## config.mk

```make
export PLATFORM = sky130hd
export DESIGN_NAME = crlr_sum
export DESIGN_NICKNAME = d
export VERILOG_FILES = /design/src/design/crlr_pkg.sv /design/src/design/crlr_sum.sv
export SDC_FILE = /design/constraint.sdc
export NUM_CORES = 2
export LEC_CHECK = 0
export BUFFER_PORTS_ARGS = -buffer_cell sky130_fd_sc_hd__buf_2
export CORE_UTILIZATION = 50
export CTS_CLUSTER_DIAMETER = 30
export DETAILED_ROUTE_END_ITERATION = 12
export HOLD_SLACK_MARGIN = 0.06
export PLACE_DENSITY_LB_ADDON = 0.08
export SYNTH_ARGS = -nofsm -noshare
export SYNTH_HDL_FRONTEND = slang
export SYNTH_SLANG_ARGS = --single-unit
```

## constraint.sdc

```tcl
create_clock -name i_clk -period 24.8 [get_ports i_clk]
set_clock_uncertainty 0.05 [all_clocks]
set_input_delay 4.96 -clock i_clk [delete_from_list [all_inputs] [get_ports i_clk]]
set_output_delay 4.96 -clock i_clk [all_outputs]
set_load 0.01 [all_outputs]
```

## src/design/crlr_pkg.sv

```systemverilog
`default_nettype none

package crlr_pkg;

    // Fixed field widths of the streams and the register port
    localparam int ELEMS       = 8;
    localparam int ELEM_W      = 8;
    localparam int RANK_W      = 49;
    localparam int USIZE_W     = 9;
    localparam int SSIZE_W     = 4;
    localparam int IN_TDATA_W  = ELEMS * ELEM_W;
    localparam int OUT_TDATA_W = 56;
    localparam int APB_DATA_W  = 32;
    localparam int APB_ADDR_W  = 3;

    // Defaults for the top-level parameters
    localparam int MAX_SET_DEF      = 8;
    localparam int MAX_UNIVERSE_DEF = 256;

    // Register reset values
    localparam logic [USIZE_W-1:0] USIZE_RST = 9'd256;
    localparam logic [SSIZE_W-1:0] SSIZE_RST = 4'd1;

    // Register word index (paddr[2])
    typedef enum logic [0:0] {
        REG_UNIVERSE = 1'b0,
        REG_SET_SIZE = 1'b1
    } t_reg_idx;

    typedef logic [ELEM_W-1:0] t_elem;
    typedef logic [RANK_W-1:0] t_rank;

endpackage

`default_nettype wire

```

## src/design/crlr_sum.sv

```systemverilog
`default_nettype none

module crlr_sum #(
    parameter int MAX_SET = crlr_pkg::MAX_SET_DEF
) (
    input  wire logic            i_clk,
    input  wire logic            i_rst_n,
    input  wire logic            i_valid,
    output logic                 o_ready,
    input  wire logic            i_bad,
    input  wire crlr_pkg::t_rank i_top,
    input  wire crlr_pkg::t_rank i_term [(MAX_SET < crlr_pkg::ELEMS) ?
                                           MAX_SET : crlr_pkg::ELEMS],
    output logic                 o_valid,
    input  wire logic            i_ready,
    output crlr_pkg::t_rank      o_rank,
    output logic                 o_bad
);

    localparam int NLANE = (MAX_SET < crlr_pkg::ELEMS) ? MAX_SET : crlr_pkg::ELEMS;
    localparam int L     = $clog2(NLANE);
    localparam int NL    = 1 << L;
    localparam int RK    = crlr_pkg::RANK_W;

    crlr_pkg::t_rank leaf  [NL];
    logic            stg_ce [L+1];
    logic            ce_out;

    logic            r_v    [L+1];
    logic            r_b    [L+1];
    crlr_pkg::t_rank r_top  [L+1];
    crlr_pkg::t_rank r_lvl  [L+1][NL];
    logic            r_ov;
    logic            r_obad;
    crlr_pkg::t_rank r_orank;

    // Leaves padded with zeros to a power of two
    always_comb begin
        for (int j = 0; j < NL; j++) begin
            leaf[j] = '0;
        end
        for (int j = 0; j < NLANE; j++) begin
            leaf[j] = i_term[j];
        end
    end

    // A stage loads when it is empty or the one after it loads
    always_comb begin
        ce_out    = !r_ov || i_ready;
        stg_ce[L] = !r_v[L] || ce_out;
        for (int l = L - 1; l >= 0; l--) begin
            stg_ce[l] = !r_v[l] || stg_ce[l+1];
        end
    end

    always_ff @(posedge i_clk) begin
        if (!i_rst_n) begin
            for (int l = 0; l <= L; l++) begin
                r_v[l] <= 1'b0;
            end
            r_ov <= 1'b0;
        end else begin
            if (stg_ce[0]) begin
                r_v[0] <= i_valid;
            end
            for (int l = 1; l <= L; l++) begin
                if (stg_ce[l]) begin
                    r_v[l] <= r_v[l-1];
                end
            end
            if (ce_out) begin
                r_ov <= r_v[L];
            end
        end
    end

    // Registered adder tree, one level per stage; final stage forms C(n,p)-1-sum
    always_ff @(posedge i_clk) begin
        if (stg_ce[0]) begin
            r_b[0]   <= i_bad;
            r_top[0] <= i_top;
            for (int j = 0; j < NL; j++) begin
                r_lvl[0][j] <= leaf[j];
            end
        end
        for (int l = 1; l <= L; l++) begin
            if (stg_ce[l]) begin
                r_b[l]   <= r_b[l-1];
                r_top[l] <= r_top[l-1];
                for (int j = 0; j < (NL >> l); j++) begin
                    r_lvl[l][j] <= r_lvl[l-1][2*j] + r_lvl[l-1][2*j+1];
                end
            end
        end
        if (ce_out) begin
            r_obad  <= r_b[L];
            r_orank <= r_b[L] ? '0 : (r_top[L] - RK'(1) - r_lvl[L][0]);
        end
    end

    assign o_ready = stg_ce[0];
    assign o_valid = r_ov;
    assign o_rank  = r_orank;
    assign o_bad   = r_obad;

endmodule

`default_nettype wire

```

# Yosys cells after proc, flatten, opt, wreduce, memory -nomap -nowiden
# Memories as Yosys holds them, arrays and structs flattened.
# Index checks and enable logic that the tools add are counted.
[classes]
n_lt_le_gt_ge = 0
multipliers = 0
eq_ne = 0
div = 0
addsub = 9
shift = 0
reduce_logical = 10
n_mux = 21
bitwise_logic = 4
[op_table]
columns = ["cell", "n"]
rows = [
  ["49-bit adder", 7],
  ["49-bit by 1-bit subtractor with 49-bit output (second input constant)", 1],
  ["49-bit subtractor", 1],
  ["1-bit 2-to-1 mux", 21],
  ["1-bit zero test", 5],
  ["1-bit logical OR", 5],
  ["1-bit bitwise OR", 4],
]
[word_totals]
memories = 4
output_inout_bits = 52
word_cells = 51
mem_bits_rw = 1772
latch_bits = 0
in_bits = 446
ff_bits = 51
romBits = 0
[memory_table]
columns = ["name", "depth", "width", "rd", "rd_clocked_by_memory_dff", "write_ports", "line_no", "rtl"]
rows = [
  ["r_lvl", 4, 392, 4, 0, 4, "crlr_sum.sv:32", "crlr_pkg::t_rank r_lvl [L+1][NL];"],
  ["r_top", 4, 49, 4, 0, 4, "crlr_sum.sv:31", "crlr_pkg::t_rank r_top [L+1];"],
  ["r_b", 4, 1, 4, 0, 4, "crlr_sum.sv:30", "logic r_b [L+1];"],
  ["r_v", 4, 1, 4, 0, 4, "crlr_sum.sv:29", "logic r_v [L+1];"],
]

# Logic depth before layout (Yosys ltp)
[depth]
word_depth = 10
mapped_depth = 14
depth_no_buf = 14

# Least setup slack after synthesis
# Ideal clock, no wire load.
[synth_timing]
path_kind = "input to output"
from = "in i_ready"
to = "out o_ready"
slack_ns = 4.541
stages = 3
required_time_ns = 19.790
arrival_ns = 15.249
n_path_buf = 0
path_cell_list = "nor2b_1 > and3_1 > nand3_1"
[synth_between]
elab_chain_len = 5
[synth_rtl]
columns = ["item", "line_no", "rtl"]
rows = [
  ["start: declaration", "crlr_sum.sv:15", "input wire logic i_ready,"],
  ["1-bit logical OR", "crlr_sum.sv:49", "ce_out = !r_ov || i_ready;"],
  ["1-bit logical OR", "crlr_sum.sv:50", "stg_ce[L] = !r_v[L] || ce_out;"],
  ["1-bit logical OR (3 in series)", "crlr_sum.sv:52", "stg_ce[l] = !r_v[l] || stg_ce[l+1];"],
  ["end: declaration", "crlr_sum.sv:9", "output logic o_ready,"],
]
# Every way passes these cells.

# Worst setup path after layout
# Same ends and word-level chain as after synthesis.

==> flow_summary.toml <==
[worst_setup_path]
r2r_end = "r_lvl[0][734]$_DFFE_PP_"
crit_path_top_delay_cell = "and3_1"
cpMostUsedCell = "buf_2"
crit_chain = "buf_2 -> nor2b_1 -> and3_1 -> nand3_4 -> buf_2"
critical_path_class = "in2out"
crit_path_end_kind = "output pin"
worstSetupStartpointType = "input port"
crit_path_max_incr_delay_ns = 0.49
reg2reg_depth = 12
r2r_setup_slack_ns = 20.11
critPathMaxFanout = 9
required_ns = 19.79
cp.arrival_ns = 6.64
r2r-start = "r_lvl[0][196]$_DFFE_PN_"

[place]
port-buffer-count = 497
gp_congestion = 0.889
placed_cell_area_um2 = 55100
place_hpwl_mm = 94.4

[timing]
hold_viol = 0
slew_headroom_pct = 2.13
min_period_ns = 11.65
max_clock_freq_mhz = 85.8
slew_viol_final = 0
setup_tns_ns = 0
rsz0062_at_grt = "false"
setup_viol_count_final = 0
worst_pin_slew_ns = 1.45
fin_crit_sh_pct = 47.0

[synth]
ys.flop_type = "edfxtp_1"
synth_seq_area_share_pct = 57.9
synth_area_um2 = 51300
netlist_instances = 4194
synthesis.nets = 5032
synthDistinctLibCells = 95
postSynthAreaPerCell_um2 = 12.2
async_flop_share_pct = 0
synth_edf_count = 986
ys_ff_latch = 990
yosysWarningCount = 0

[clock_network]
htreeDepth = 4
clk_pin_slew_ns = 0.05
insertion_delay_ns = 0.77
root_buffer = "clkbuf_16"
cts.sinks = 990
postCtsHoldBufs = 0
cts_resized = 0
numCtsBuffers = 197
cts_setup_buffers = 0
cts_buffer_depth = 3
tritoncts = "built"

[routing]
via_count = 35000
drtAntennaViolNets = 0
detail_route.vias_per_cell = 5.54
drc_errors = 0
dr.first_iter.drc_count = 2686
dr.pass1.iters = 5
wire_per_inst_um = 19.6
wirelength_mm = 124

[hold_path]
worstHoldEndpoint = "r_top[1][9]$_DFFE_PP_"
min_from = "r_top[0][9]$_DFFE_PN_"
hold_class = "reg2reg"
hold_path_depth = 0

[floorplanning]
core_area_um2 = 102000
rows = 117
fp.dieH_um = 322
die_width_um = 322
initial_core_util_pct = 50.4
die_area_um2 = 104000
io_pins = 498

[power]
p_sw_share_pct = 33.5
power_density_nw_per_um2 = 119
peakVddDrop_uv = 78.4
seq_power_share_pct = 32.4
p_leak_nw = 25.9
p_int_mw = 4.88
clkPwrFrac_pct = 35.1
p_sw_mw = 2.45
fin_total_pwr_mw = 7.33
pwr-share-comb_pct = 32.4

[global_routing]
grt_pass1_wl_mm = 186
overflow = 0
grt_pass1_vias = 33500
antenna_found_initial = 1
track_usage_pct = 23.5
grt_max_degree = 166

[cells_and_area]
nFillCells = 8138
n_antenna_cell = 0
finalNetCount = 5619
final_area_um2 = 61800
drive_gt1_share_pct = 17.9
area_growth_pct = 20.5

[run_status]
violations = "capacitance limit"
status = "finished, violations left"

[flow_run]
cap_violations = 1
[routing by layer]
metal / track usage (%) / vias up / share of wire [%]
met5: 0 / - / 0
li1: - / 17200 / -
met2: 37.0 / 1060 / 45
met4: 7.59 / 0 / 2.4
met1: 33.3 / 16500 / 47
met3: 3.99 / 186 / 5.7
[cells in the mapped netlist, drive strengths merged (11+ instances only)]
master | count | area, um2
xor2 | 136 | 1190
a31oi | 43 | 269
nand2 | 268 | 1010
o31ai | 17 | 133
and3 | 43 | 269
nand4 | 100 | 626
ha | 384 | 4800
o21ai | 220 | 1110
and2 | 15 | 95.1
a21boi | 16 | 120
xnor2 | 221 | 1940
nand3 | 68 | 345
a21o | 219 | 1650
a41oi | 11 | 111
nor3 | 58 | 290
a221oi | 18 | 188
edfxtp | 986 | 29600
a31o | 13 | 114
nor2 | 254 | 953
a21oi | 425 | 2130
or2 | 13 | 81.3
nor2b | 26 | 163
o21a | 33 | 249
clkbuf | 113 | 424
inv | 157 | 589
o211ai | 17 | 128
or3 | 17 | 108
nand2b | 34 | 213
o21bai | 91 | 683
a211oi | 31 | 238
[critical path: cells and delay by family]
family                 cells  cell delay, ns
and+or+nand+nor            3            1.29
buffers and inverters      2            0.37
[power groups by stage]
stage | registers, mW | clock network [mW] | logic, mW
floorplan | 2.37 | 0 | 1.69
global placement | 2.40 | 0 | 2.37
detailed placement | 2.41 | 0 | 2.37
CTS | 2.38 | 2.62 | 2.38
global route | 2.40 | 2.70 | 2.64
finish | 2.38 | 2.57 | 2.38
[cell families (layout without fill, tap and decap cells)]
kind of cell             count (synthesis)  after routing  share of synthesized area (%)
flip-flops                             990            990                           57.9
multiplexers                             2              2                         0.0415
buffers and inverters                  278           1033                           2.05
XOR/XNOR                               357            357                           6.10
AND/OR/NAND/NOR                        932            932                           8.65
adder cells (fa/ha/maj)                392            392                           9.68
AO/OA/AOI/OAI                         1243           1243                           15.6
[state kept, by name, summed over array words and instances (netlist names)]
register  cells
r_b           4
r_v           4
o_valid       1
o_rank       49
o_bad         1
r_lvl       735
r_top       196
[final cells by class]
class                      count  area [um2]  area share (%)
multi-input combinational   2926       20500            33.3
clock buffer                 214        5010            8.12
inverter                     158         598           0.968
timing repair buffer         508        2590            4.20
tap                         1368        1710            2.77
clock inverter               153        1630            2.64
sequential                   990       29700            48.0
[cells in the final DEF, fill, tap and decap left out, drive strengths merged, types with 136 or more instances in the layout]
master and count:
nand2 268, clkbuf 214, edfxtp 986, buf 508, xnor2 221, inv 190, o21ai 220, a21oi 425
ha 384, a21o 219, xor2 136, nor2 254
[worst max-delay path by stage]
stage	slack (ns)	start	to	depth (start not counted)
final	13.15	i_ready	o_ready	5
after global routing	13.03	i_ready	o_ready	5
after detailed placement	13.13	i_ready	o_ready	5
after CTS	13.10	i_ready	o_ready	5
after global placement	13.13	i_ready	o_ready	5
after floorplan	4.54	i_ready	o_ready	3
[through the flow]
stage | hold WS (ns) | setup slack (ns) | util (%) | std cells
2_1_floorplan | 0.350 | 4.54 | - | 4194
3_3_place_gp | 0.351 | 13.13 | 54.2 | 5950
3_5_place_dp | 0.355 | 13.13 | 54.2 | 5950
4_1_cts | 0.358 | 13.10 | 60.7 | 6317
5_1_grt | 0.364 | 13.03 | 60.7 | 6317
6_report | 0.357 | 13.15 | 60.7 | 6317
Note: power is estimated with default switching activity, not from simulation.
