<file path="src/design/crlr_ram.sv">
`default_nettype none

module crlr_ram #(
    parameter int WIDTH = 8,
    parameter int DEPTH = 2
) (
    input  wire logic                     i_clk,
    input  wire logic                     i_we,
    input  wire logic [$clog2(DEPTH)-1:0] i_waddr,
    input  wire logic [WIDTH-1:0]         i_wdata,
    input  wire logic                     i_re,
    input  wire logic [$clog2(DEPTH)-1:0] i_raddr,
    output logic      [WIDTH-1:0]         o_rdata
);

    logic [WIDTH-1:0] r_mem [DEPTH];
    logic [WIDTH-1:0] r_rdata;

    // One write port, one registered read port
    always_ff @(posedge i_clk) begin
        if (i_we) begin
            r_mem[i_waddr] <= i_wdata;
        end
        if (i_re) begin
            r_rdata <= r_mem[i_raddr];
        end
    end

    assign o_rdata = r_rdata;

endmodule

`default_nettype wire

</file>
<file path="config.mk">
export PLATFORM = sky130hd
export DESIGN_NAME = crlr_ram
export DESIGN_NICKNAME = d
export VERILOG_FILES = /design/src/design/crlr_ram.sv
export SDC_FILE = /design/constraint.sdc
export NUM_CORES = 1
export LEC_CHECK = 0
export BUFFER_PORTS_ARGS = -buffer_cell sky130_fd_sc_hd__buf_2
export CAP_MARGIN = 20
export CELL_PAD_IN_SITES_DETAIL_PLACEMENT = 1
export CELL_PAD_IN_SITES_GLOBAL_PLACEMENT = 1
export CORE_ASPECT_RATIO = 1.2
export CORE_MARGIN = 2
export CORE_UTILIZATION = 46
export CTS_CLUSTER_DIAMETER = 120
export CTS_CLUSTER_SIZE = 10
export DETAILED_ROUTE_END_ITERATION = 8
export PLACE_DENSITY_LB_ADDON = 0.1
export SYNTH_ARGS = -nofsm -noshare
export SYNTH_HDL_FRONTEND = slang
export SYNTH_SLANG_ARGS = --single-unit
</file>
<file path="constraint.sdc">
create_clock -name i_clk -period 2.7 [get_ports i_clk]
set_clock_uncertainty 0.2 [all_clocks]
set_input_delay 0.135 -clock i_clk [delete_from_list [all_inputs] [get_ports i_clk]]
set_output_delay 0.135 -clock i_clk [all_outputs]
set_load 0.005 [all_outputs]
</file>
Yosys cells after proc, flatten, opt, wreduce, memory -nomap -nowiden
Memory sizes are Yosys's and may differ from the RTL's. A register that Yosys moved wholly into a read port is not among the register bits.
Cells that the tools add are included.
{"block": "op_classes", "div_mod_pow": 0, "muxes": 2, "mul": 0, "shift": 0, "addsub": 0, "n_reduce_logical": 0, "eq_ne": 0, "bitwise": 0, "magnitude_cmp": 0}
{"cell": "$mux W1", "count": 2}
{"block": "word_totals", "regBits": 0, "latchBits": 0, "mem_count": 1, "inputBits": 13, "ramBits": 16, "rom_bits": 0, "out_inout_bits": 8}
{"memory": "r_mem", "depth": 2, "width": 8, "read_ports": 1, "rd_clocked_by_memory_dff": 1, "write_ports": 1, "line_no": "16", "rtl": "logic [WIDTH-1:0] r_mem [DEPTH];"}

Logic depth before layout (Yosys ltp)
Gate-level depths: netlist (run 1).
{"block": "depth", "ltp_word": 2, "ltp_mapped": 2}

Worst setup path after synthesis (run 1)
OpenSTA, ideal clock, no wires.
{"block": "synth_timing", "path_type": "input-to-reg", "start": "in i_we", "end": "mem r_mem[0][0], enable pin", "setup_slack_ns": 1.572, "required_ns": 2.127, "cell_stages": 1, "arrival_time_ns": 0.555, "setup_ns": 0.373, "path_cell_list": "nor2b_1"}
{"block": "synth_between", "elab_chain_cells": 2}
{"element": "start, declared", "line_no": "8", "rtl": "input wire logic i_we,"}
{"element": "$mux W1", "line_no": "21", "rtl": "if (i_we) begin"}
{"element": "$mux W1 (not written as such)", "line_no": "22", "rtl": "r_mem[i_waddr] <= i_wdata;"}
{"element": "end, declared", "line_no": "16"}
No other way between the ends.

Worst setup path after layout (run 1)
{"block": "layout_timing", "start": "reg r_rdata[2], in the netlist o_rdata[2], read port of r_mem", "end": "out o_rdata[2]"}
{"element": "start, declared", "line_no": "17", "rtl": "logic [WIDTH-1:0] r_rdata;"}
{"element": "end, declared", "line_no": "13", "rtl": "output logic [WIDTH-1:0] o_rdata"}
No word-level cell between the ends.

==> results by group, run 1 <==
Status
  • Status: complete, no violations

Final layout
  • Most frequent cells in the layout: edfxtp_1 (24), buf_2 (20), dlygate4sd3_1 (9)
  • # nets final: 81
  • # diodes: 0
  • Most common cell after layout, fill and taps aside: edfxtp_1
  • Share of cells above drive strength 1: approximately 46%
  • Area grow syn2layout: 26.5%
  • Fin cells: 86

Timing
  • Worst slew margin: roughly 55%
  • Setup TNS: 0 ns
  • Worst-margin pin slew: slightly below 0.7 ns
  • RSZ-0062 raised after global routing: no
  • Finish-stage setup viols: 0
  • Fmax: between 800 and 900 MHz
  • Post-layout minimum cycle time: between 1 and 1.5 ns
  • Crit share post-route: ~43%
  • Max Slew Vio Count: 0
  • Final Hold Vio Count: 0

Place
  • Placed Instances: 73
  • I/O Buffers: 20
  • Placer congestion estimate: approximately 0.65

GRT
  • GRT Max-Usage Layer: met2
  • Overflow after GRT: 0
  • M2 GR Usage: 25.7%
  • Initial antenna violation count: 0
  • Largest net degree at the start of global routing: 14
  • First-pass GRT wire length: ~2200 microns
  • Global Route Usage Sum: between 10% and 20%
  • Vias in the first global route: between 400 and 500
  • Met1 Usage GRT: 14.9%
  • GRT met3 Usage: around 3.8%

Synthesis
  • Mux contribution to synthesized area: between 10% and 20%
  • Synth Area in XOR/XNOR: 0%
  • Largest family of logic cells by synthesized area: multiplexers
  • Mean Syn Cell Area: roughly 25 sq um
  • Netlist cell types: 5
  • Seq/Total Area, Yosys: a little over four fifths
  • Mapped cell area: around 860 sq um
  • Synth warn: 0
  • Synthesized net count: 48
  • Post-Synth Simple-Gate Area: about 1.4%
  • Flops & latches, synth: 24
  • Post-Synth Adder-Cell Area: 0%
  • Mapped Cells: 35
  • Compound-Gate Fraction of Synth Area: 0%

CTS
  • # resized after CTS: 0
  • CTS max path bufs: 2
  • Clock sinks: 24
  • Hold_buf cts: 9
  • H-tree levels: 1
  • CTS tree: built
  • Clock Latency Late Sink: roughly 0.30 ns
  • Num CTS Buffers: 3
  • CTS clock-pin slew for the worst setup and hold paths: between 0.1 and 0.15 ns
  • Root Driver: clkbuf_4
  • Setup Fix Bufs, Post-CTS: 0

Drt
  • Vias: roughly 410
  • TritonRoute pass-1 iters: 2
  • Total wire length: between 1000 and 1500 microns
  • Initial DRC Count: 1
  • Vias per cell: 4.80
  • ANT nets after route: 0
  • DRC violations left: 0
  • WL/cell: about 15 microns

Pwr
  • VDD IR max: 355 uV
  • Clock network fraction of total power: approximately 23%
  • Switching power: between 100 and 150 uW
  • Power per cell area: about 600 nW/um^2
  • Combinational fraction of design power: approximately 8.9%
  • Seq pwr share: 67.9%
  • Power Internal: between 500 and 600 uW
  • Leakage: ~0.00043 uW
  • Switch share: roughly a fifth

Die
  • Initial Util: 47.8%
  • Ports: 21
  • Num rows: 17
  • Core Area: 1810 sq um
  • Chip width: ~44 microns
  • Die area: 2240 sq um
  • Die height: roughly 51 microns

Setup path
  • Critical Path Slowest Stage Cell: edfxtp_1
  • R2R Setup Slk: ~1.6 ns
  • Sequence of cells on the critical path: buf_2
  • Critical Path AT: around 0.83 ns
  • Startpoint Class: flip-flop
  • CP peak stage delay: 0.39 ns
  • CP delay by family, top: flip-flops
  • CP endpoint kind: primary output
  • WS Path Type: flip-flop to primary output
  • Crit Path Max Fanout: 1
  • WP buf/inv: 1
  • Req. time, crit path: 2.37 ns

Flow run
  • Max Cap Viol: 0

Hold path
  • Worst min path class: input pin to flip-flop
[cell usage after synthesis]
cell type,count,area share [%]
edfxtp_1,24,83
nor2b_1,1,0.72
mux2_4,8,14
and2_1,1,0.72
buf_6,1,1.3
[registers in the layout, indices dropped and copies added, names as in the netlist]
signal,count
o_rdata,8
r_mem,16
[power groups by stage]
stage / Sequential, uW / Combinational, uW / Clock [uW]
4_1_cts: 447 / 59.7 / 157
2_1_floorplan: 455 / 25.5 / 0
5_1_grt: 449 / 64.8 / 176
6_report: 446 / 58.6 / 152
3_3_place_gp: 454 / 46.0 / 0
3_5_place_dp: 456 / 49.7 / 0
[routing by layer]
layer	wire length [microns]	vias to the layer above
met5	0	-
met1	463	191
li1	-	204
met3	79	0
met4	0	0
met2	754	18
[logic make-up (layout without fill, tap and decap cells)]
family | count (synthesis) | count (layout)
buffers and inverters | 1 | 33
muxes | 8 | 8
and+or+nand+nor | 2 | 2
DFF | 24 | 24
[final cells by class]
cell class                      instances  area, sq um
Tap cell                               19         23.8
Timing Repair Buffer                   29          190
Fill cell                             154          714
Sequential cell                        24          721
Clock inverter                          1         3.75
Clock buffer                            3         22.5
Multi-Input combinational cell         10          133
[through the flow]
| step | total power, uW | setup slack, ns | util (%) | area, sq um | hold slack [ns] |
|---|---|---|---|---|---|
| after floorplan | 480 | 1.57 | - | 865 | 0.0339 |
| after global placement | 500 | 1.42 | 54.0 | 977 | 0.123 |
| after detailed placement | 506 | 1.33 | 54.0 | 977 | 0.127 |
| after CTS | 664 | 1.50 | 60.5 | 1090 | 0.0518 |
| after global routing | 689 | 1.48 | 60.5 | 1090 | 0.0772 |
| final | 657 | 1.53 | 60.5 | 1090 | 0.0534 |
[final timing paths]
path	startpoint	end	cells past startpoint
setup / recovery	o_rdata[2]	o_rdata[2]	1
hold / removal	i_waddr	r_mem[0][7]	2
setup reg to reg	r_mem[0][7]	o_rdata[7]	1
hold reg to reg	r_mem[0][3]	o_rdata[3]	1
No activity file was read; power rests on OpenSTA's default activity.
==> run 2: changes to the inputs <==
--- a/config.mk
+++ b/config.mk
@@ -5,13 +5,14 @@
 export SDC_FILE = /design/constraint.sdc
 export NUM_CORES = 1
 export LEC_CHECK = 0
+export ABC_AREA = 1
 export BUFFER_PORTS_ARGS = -buffer_cell sky130_fd_sc_hd__buf_2
 export CAP_MARGIN = 20
 export CELL_PAD_IN_SITES_DETAIL_PLACEMENT = 1
 export CELL_PAD_IN_SITES_GLOBAL_PLACEMENT = 1
 export CORE_ASPECT_RATIO = 1.2
 export CORE_MARGIN = 2
-export CORE_UTILIZATION = 46
+export CORE_UTILIZATION = 36
 export CTS_CLUSTER_DIAMETER = 120
 export CTS_CLUSTER_SIZE = 10
 export DETAILED_ROUTE_END_ITERATION = 8
==> constraint.sdc (replaced) <==
create_clock -name i_clk -period 1 [get_ports i_clk]
set_clock_uncertainty 0.2 [all_clocks]
set_input_delay 0.05 -clock i_clk [delete_from_list [all_inputs] [get_ports i_clk]]
set_output_delay 0.05 -clock i_clk [all_outputs]
set_load 0.005 [all_outputs]
==> run 2 against run 1 <==
Compared with the run above:
- synthesized cell count increased by 54%
- register-to-register slack lost 1.5 ns
- non-clock buffer count up 2
- via count grew 21%
- core utilization decreased by 12 points
- the flow now finishes with violations (hold timing, setup timing)
- count of clock-buffer cells in the layout stayed put
- setup slack worse by 1.6 ns
- critical path type unchanged
- design area increased by 0.80%
- global-route usage is 2.4 points lower
==> results by group, run 2 <==
Timing
  • Post-layout minimum cycle time: 1.07 ns
  • Worst slew margin: 80.7%
  • Hold_ws: -0.0578 ns
  • Finish-stage setup viols: 8
  • Worst-margin pin slew: approximately 0.29 ns
  • Crit share post-route: 107%
  • RSZ-0062 raised after global routing: yes
  • Worst Slack Setup Final: -0.0743 ns
  • Final Hold Vio Count: 12
  • Max Slew Vio Count: 0
  • Fmax: a little over 900 MHz

Final layout
  • Most frequent cells in the layout: nand2_1 (25), edfxtp_1 (24), buf_2 (20)
  • Max reg flops: 16
  • Area grow syn2layout: 31.1%
  • Top reg by flops: r_mem
  • # nets final: around 100
  • Most common cell after layout, fill and taps aside: nand2_1
  • # diodes: 0
  • Area of the multi-input gates: 100 sq um
  • Seq. cell area: ~720 sq um
  • Post-route cell area: 1100 sq um
  • Share of cells above drive strength 1: 30.7%
  • # fillers: around 240

Synthesis
  • Netlist cell types: 6
  • Synthesized net count: 67
  • Most frequent cell after synthesis: nand2_1
  • Seq/Total Area, Yosys: between 80% and 90%
  • Flops & latches, synth: 24
  • Mapped cell area: between 800 and 900 sq um
  • Top post-synthesis cells by count: nand2_1 (25), edfxtp_1 (24), inv_1 (2)
  • Synth top area share: 85.7%
  • Mean Syn Cell Area: approximately 16 sq um
  • Async set-reset flop share out of synthesis: 0%
  • Synth warn: 0
  • Synth area leaders: edfxtp_1 (86%), nand2_1 (11%), buf_6 (1.3%)
  • Synth area leader: edfxtp_1
  • Mapped Cells: 54
  • EDFF count, synth: 24
  • Synth Flop Type: edfxtp_1

Status
  • Status: finished, violations left
  • Failing checks: hold timing, setup timing

GRT
  • Vias in the first global route: 564
  • First-pass GRT wire length: 2250 microns
  • Global Route Usage Sum: 11.8%
  • Initial antenna violation count: 0
  • Largest net degree at the start of global routing: 14
  • Overflow after GRT: 0

Setup path
  • Critical Path AT: ~0.82 ns
  • Critical Path Slowest Stage Cell: edfxtp_1
  • Crit Path Max Fanout: 1
  • CP peak stage delay: roughly 0.39 ns
  • Startpoint Class: flip-flop
  • Reg2Reg Launch Point: r_mem[0][2]
  • CP endpoint kind: primary output
  • Worst R2R End: o_rdata[2]
  • Req. time, crit path: roughly 0.75 ns
  • WP buf/inv: 1
  • Sequence of cells on the critical path: buf_2
  • WS Path Type: flip-flop to primary output
  • CP delay by family, top: flip-flops
  • R2R Setup Slk: around 0.05 ns
  • Reg2Reg Depth: 2

Place
  • DP Area: between 900 and 1000 sq um
  • Placer congestion estimate: about 0.67
  • Pre-CTS worst setup slack: between 0.007 and 0.008 ns
  • I/O Buffers: 20

Die
  • Num rows: 19
  • Core Area: roughly 2300 sq um
  • Chip width: around 48 microns
  • Ports: 21
  • Die height: between 50 and 60 microns
  • Initial Util: between 30% and 40%
  • Die area: roughly 2700 sq um

Drt
  • Metal2 WL: around 730 microns
  • ANT nets after route: 0
  • Vias per cell: between 4 and 5
  • Highest routed layer: met4
  • WL/cell: around 11 microns
  • Met1 Wirelength: ~530 microns
  • Vias: 500
  • Initial DRC Count: 2
  • TritonRoute pass-1 iters: 3
  • Total wire length: approximately 1300 microns
  • DRC violations left: 0
  • Metal3 WL: around 68 microns

Flow run
  • Max Cap Viol: 0

Hold path
  • HP Start: i_raddr
  • Worst hold path endpoint: o_rdata[2]
  • Worst min path class: input pin to flip-flop
  • Hold Crit Depth: 3

Pwr
  • Power per cell area: between 1500 and 2000 nW/um^2
  • Leakage: 0.000464 uW
  • VDD IR max: 954 uV
  • Final Power: approximately 1800 uW

CTS
  • Num CTS Buffers: 3
  • H-tree levels: 1
  • CTS max path bufs: 2
  • Setup Fix Bufs, Post-CTS: 0
  • Clock sinks: 24
  • Clock Latency Late Sink: between 0.3 and 0.4 ns
  • CTS tree: built
  • # resized after CTS: 0
  • CTS clock-pin slew for the worst setup and hold paths: 0.12 ns
  • Root Driver: clkbuf_4
  • Hold_buf cts: 9
run 2: cell count changes after synthesis, sizes merged:
cell   before  now
nor2b       1    0
nand2       0   25
inv         0    3
nor2        0    1
and2        1    0
mux2        8    0
run 2: what timing repair did:
action / CTS / global route
pin swaps: 0 / 0
hold endpoints to repair: 40 / 11
setup endpoints to repair: 8 / 8
run 2: worst max-delay path by stage:
| stage | start | to | slack (ns) | cells past startpoint |
|---|---|---|---|---|
| finish | o_rdata[7] | o_rdata[7] | -0.07 | 1 |
| global route | o_rdata[7] | o_rdata[7] | -0.13 | 1 |
| CTS | o_rdata[2] | o_rdata[2] | -0.08 | 1 |
| detailed placement | i_waddr | r_mem[1][3] | 0.008 | 3 |
| global placement | i_waddr | r_mem[1][7] | 0.06 | 3 |
| floorplan | r_mem[1][0] | o_rdata[0] | 0.11 | 2 |
run 2: cells by family after synthesis:
group / synth area share, %
buffers and inverters: 2.68
flip-flops: 85.7
AND/OR/NAND/NOR: 11.6
run 2: per-stage QoR:
stage / util [%] / setup TNS, ns / instances
CTS: 48.8 / -0.581 / 119
finish: 48.8 / -0.472 / 119
detailed placement: 43.7 / 0 / 106
global route: 48.8 / -0.905 / 119
floorplan: - / 0 / 54
global placement: 43.7 / 0 / 106
run 2: routing by layer:
layer | vias to the layer above | GRT usage, %
met5 | - | 0
met1 | 229 | 12.8
met4 | 0 | 6.95
met2 | 17 | 20.2
met3 | 2 | 1.90
li1 | 252 | -
run 2: area by class of cell:
cell class / count / area share, %
Sequential cell: 24 / 65.4
Timing Repair Buffer: 31 / 18.6
Multi-Input combinational cell: 26 / 9.08
Tap cell: 31 / 3.52
Clock buffer: 3 / 2.04
Inverter: 3 / 1.02
Clock inverter: 1 / 0.341
run 2: power by group:
group	total, uW	switching [uW]	internal, uW
sequential	1200	16.9	1190
clock	420	275	146
combinational	145	71.1	73.6
total	1770	363	1410
==> run 3: changes to the inputs <==
--- a/config.mk
+++ b/config.mk
@@ -12,7 +12,7 @@
 export CELL_PAD_IN_SITES_GLOBAL_PLACEMENT = 1
 export CORE_ASPECT_RATIO = 1.2
 export CORE_MARGIN = 2
-export CORE_UTILIZATION = 36
+export CORE_UTILIZATION = 40
 export CTS_CLUSTER_DIAMETER = 120
 export CTS_CLUSTER_SIZE = 10
 export DETAILED_ROUTE_END_ITERATION = 8
==> constraint.sdc (replaced) <==
create_clock -name i_clk -period 1.2 [get_ports i_clk]
set_clock_uncertainty 0.2 [all_clocks]
set_input_delay 0.06 -clock i_clk [delete_from_list [all_inputs] [get_ports i_clk]]
set_output_delay 0.06 -clock i_clk [all_outputs]
set_load 0.005 [all_outputs]
==> run 3 against run 2 <==
Compared with the run above:
- via count decreased by 1.8%
- count of clock-buffer cells in the layout unchanged
- critical path type is now input pin to flip-flop
- the flow now finishes without violations
- non-clock buffer count unchanged
- combinational power decreased by 16%
- die area decreased by 9.2%
- sequential share of layout area increased by 0.90 points
- core utilization increased by 4.8 points
==> results by group, run 3 (synthesized netlist as in run 2, its figures left out) <==
CTS
  • CTS tree: built
  • Root Driver: clkbuf_4
  • Clock Latency Late Sink: between 0.2 and 0.3 ns
  • Clock sinks: 24
  • H-tree levels: 1
  • Num CTS Buffers: 3
  • CTS clock-pin slew for the worst setup and hold paths: ~0.12 ns
  • CTS max path bufs: 2

Timing
  • Max Slew Vio Count: 0
  • Worst slew margin: between 70 and 80%
  • Crit share post-route: 92.0%
  • RSZ-0062 raised after global routing: no
  • Worst-margin pin slew: roughly 0.34 ns
  • Final Hold Vio Count: 0
  • Setup TNS: 0 ns
  • Fmax: between 900 and 1000 MHz
  • Post-layout minimum cycle time: 1.10 ns
  • Finish-stage setup viols: 0

Place
  • I/O Buffers: 20
  • Post-DP HPWL: between 900 and 1000 microns
  • DP Area: 962 sq um
  • Placer congestion estimate: approximately 0.65

Flow run
  • Max Cap Viol: 0

Die
  • Die area: 2490 sq um
  • Num rows: 18
  • Chip width: 45.9 microns
  • Core Area: between 2000 and 2500 sq um
  • Initial Util: 41.5%
  • Ports: 21
  • Die height: between 50 and 60 microns

Drt
  • Vias per cell: approximately 4.6
  • Vias: roughly 490
  • ANT nets after route: 0
  • Total wire length: 1260 microns
  • DRC violations left: 0
  • TritonRoute pass-1 iters: 4
  • Initial DRC Count: 9
  • WL/cell: ~12 microns

GRT
  • GRT met3 Usage: under 10%
  • Initial antenna violation count: 0
  • M2 GR Usage: around a fifth
  • GRT Max-Usage Layer: met2
  • Global Route Usage Sum: 11.8%
  • First-pass GRT wire length: a little over 2000 microns
  • Met1 Usage GRT: between 10% and 20%
  • Largest net degree at the start of global routing: 13
  • Overflow after GRT: 0
  • Vias in the first global route: around 470

Setup path
  • Critical Path AT: roughly 0.97 ns
  • CP endpoint kind: flip-flop
  • Reg2Reg Launch Point: r_mem[1][0]
  • Startpoint Class: input pin
  • Worst R2R End: o_rdata[0]
  • WS Path Type: input pin to flip-flop
  • Req. time, crit path: 1.07 ns
  • R2R Setup Slk: approximately 0.22 ns
  • Reg2Reg Depth: 2
  • Crit Path Max Fanout: 9

Hold path
  • Worst min path class: input pin to flip-flop
  • Hold Crit Depth: 3
  • HP Start: i_waddr
  • Worst hold path endpoint: r_mem[0][2]

Final layout
  • # diodes: 0
  • Share of cells above drive strength 1: between 20% and 30%
  • Most common cell after layout, fill and taps aside: nand2_1
  • Max reg flops: 16
  • Post-route cell area: around 1100 sq um
  • # nets final: slightly above 100
  • Most frequent cells in the layout: nand2_1 (25), edfxtp_1 (24), buf_2 (19)
  • Top reg by flops: r_mem
  • Area grow syn2layout: 29.3%

Pwr
  • VDD IR max: ~840 uV
  • Leakage: 0.000463 uW
  • Power per cell area: ~1300 nW/um^2

Status
  • Status: complete, no violations
-- run 3: worst max-delay path: stages --
cell	delay (ns)
dlygate4sd3_1	0.53
buf_4	0.17
inv_2	0.09
nand2_1	0.06
nand2_1	0.05
-- run 3: worst max-delay path by stage --
stage | slack, ns | from | end | cells after the start
2_1_floorplan | 0.18 | i_we | r_mem[0][0] | 2
3_3_place_gp | 0.20 | i_waddr | r_mem[1][4] | 3
3_5_place_dp | 0.18 | i_waddr | r_mem[1][4] | 3
4_1_cts | 0.02 | i_raddr | o_rdata[0] | 5
5_1_grt | 0.03 | i_raddr | o_rdata[0] | 5
6_report | 0.1 | i_raddr | o_rdata[0] | 5
-- run 3: what timing repair did --
action / in CTS / in global routing
resized for setup: 0 / 2
setup buffers: 0 / 0
hold buffers: 10 / 0
hold endpoints to repair: 31 / 0
setup endpoints to repair: 0 / 7
-- run 3: layout make-up --
class	instances	area [sq um]
Multi-Input combinational cell	26	97.6
Fill cell	211	940
Timing Repair Buffer	31	210
Clock buffer	3	22.5
Tap cell	20	25.0
Inverter	3	11.3
Sequential cell	24	721
-- run 3: where the power goes --
part	total [uW]	leakage, uW	switching, uW	internal, uW
clock	325	0.0000138	209	117
sequential	1000	0.000230	13.3	988
combinational	122	0.000219	59.5	62.1
-- run 3: per-stage QoR --
stage          util, %  hold WS (ns)  std cells  power (uW)  setup WS, ns
2_1_floorplan        -       -0.0411         54        1060         0.180
5_1_grt           53.6        0.0196        107        1510        0.0318
3_5_place_dp      47.5        0.0512         94        1120         0.180
3_3_place_gp      47.5        0.0493         94        1110         0.205
6_report          53.6        0.0127        107        1450        0.0963
4_1_cts           53.5       0.00729        107        1470        0.0231
-- run 3: metal layers --
| metal | vias to the layer above | wire length (microns) |
|---|---|---|
| met2 | 19 | 624 |
| met4 | 0 | 0 |
| li1 | 251 | - |
| met3 | 0 | 49 |
| met1 | 221 | 584 |
| met5 | - | 0 |
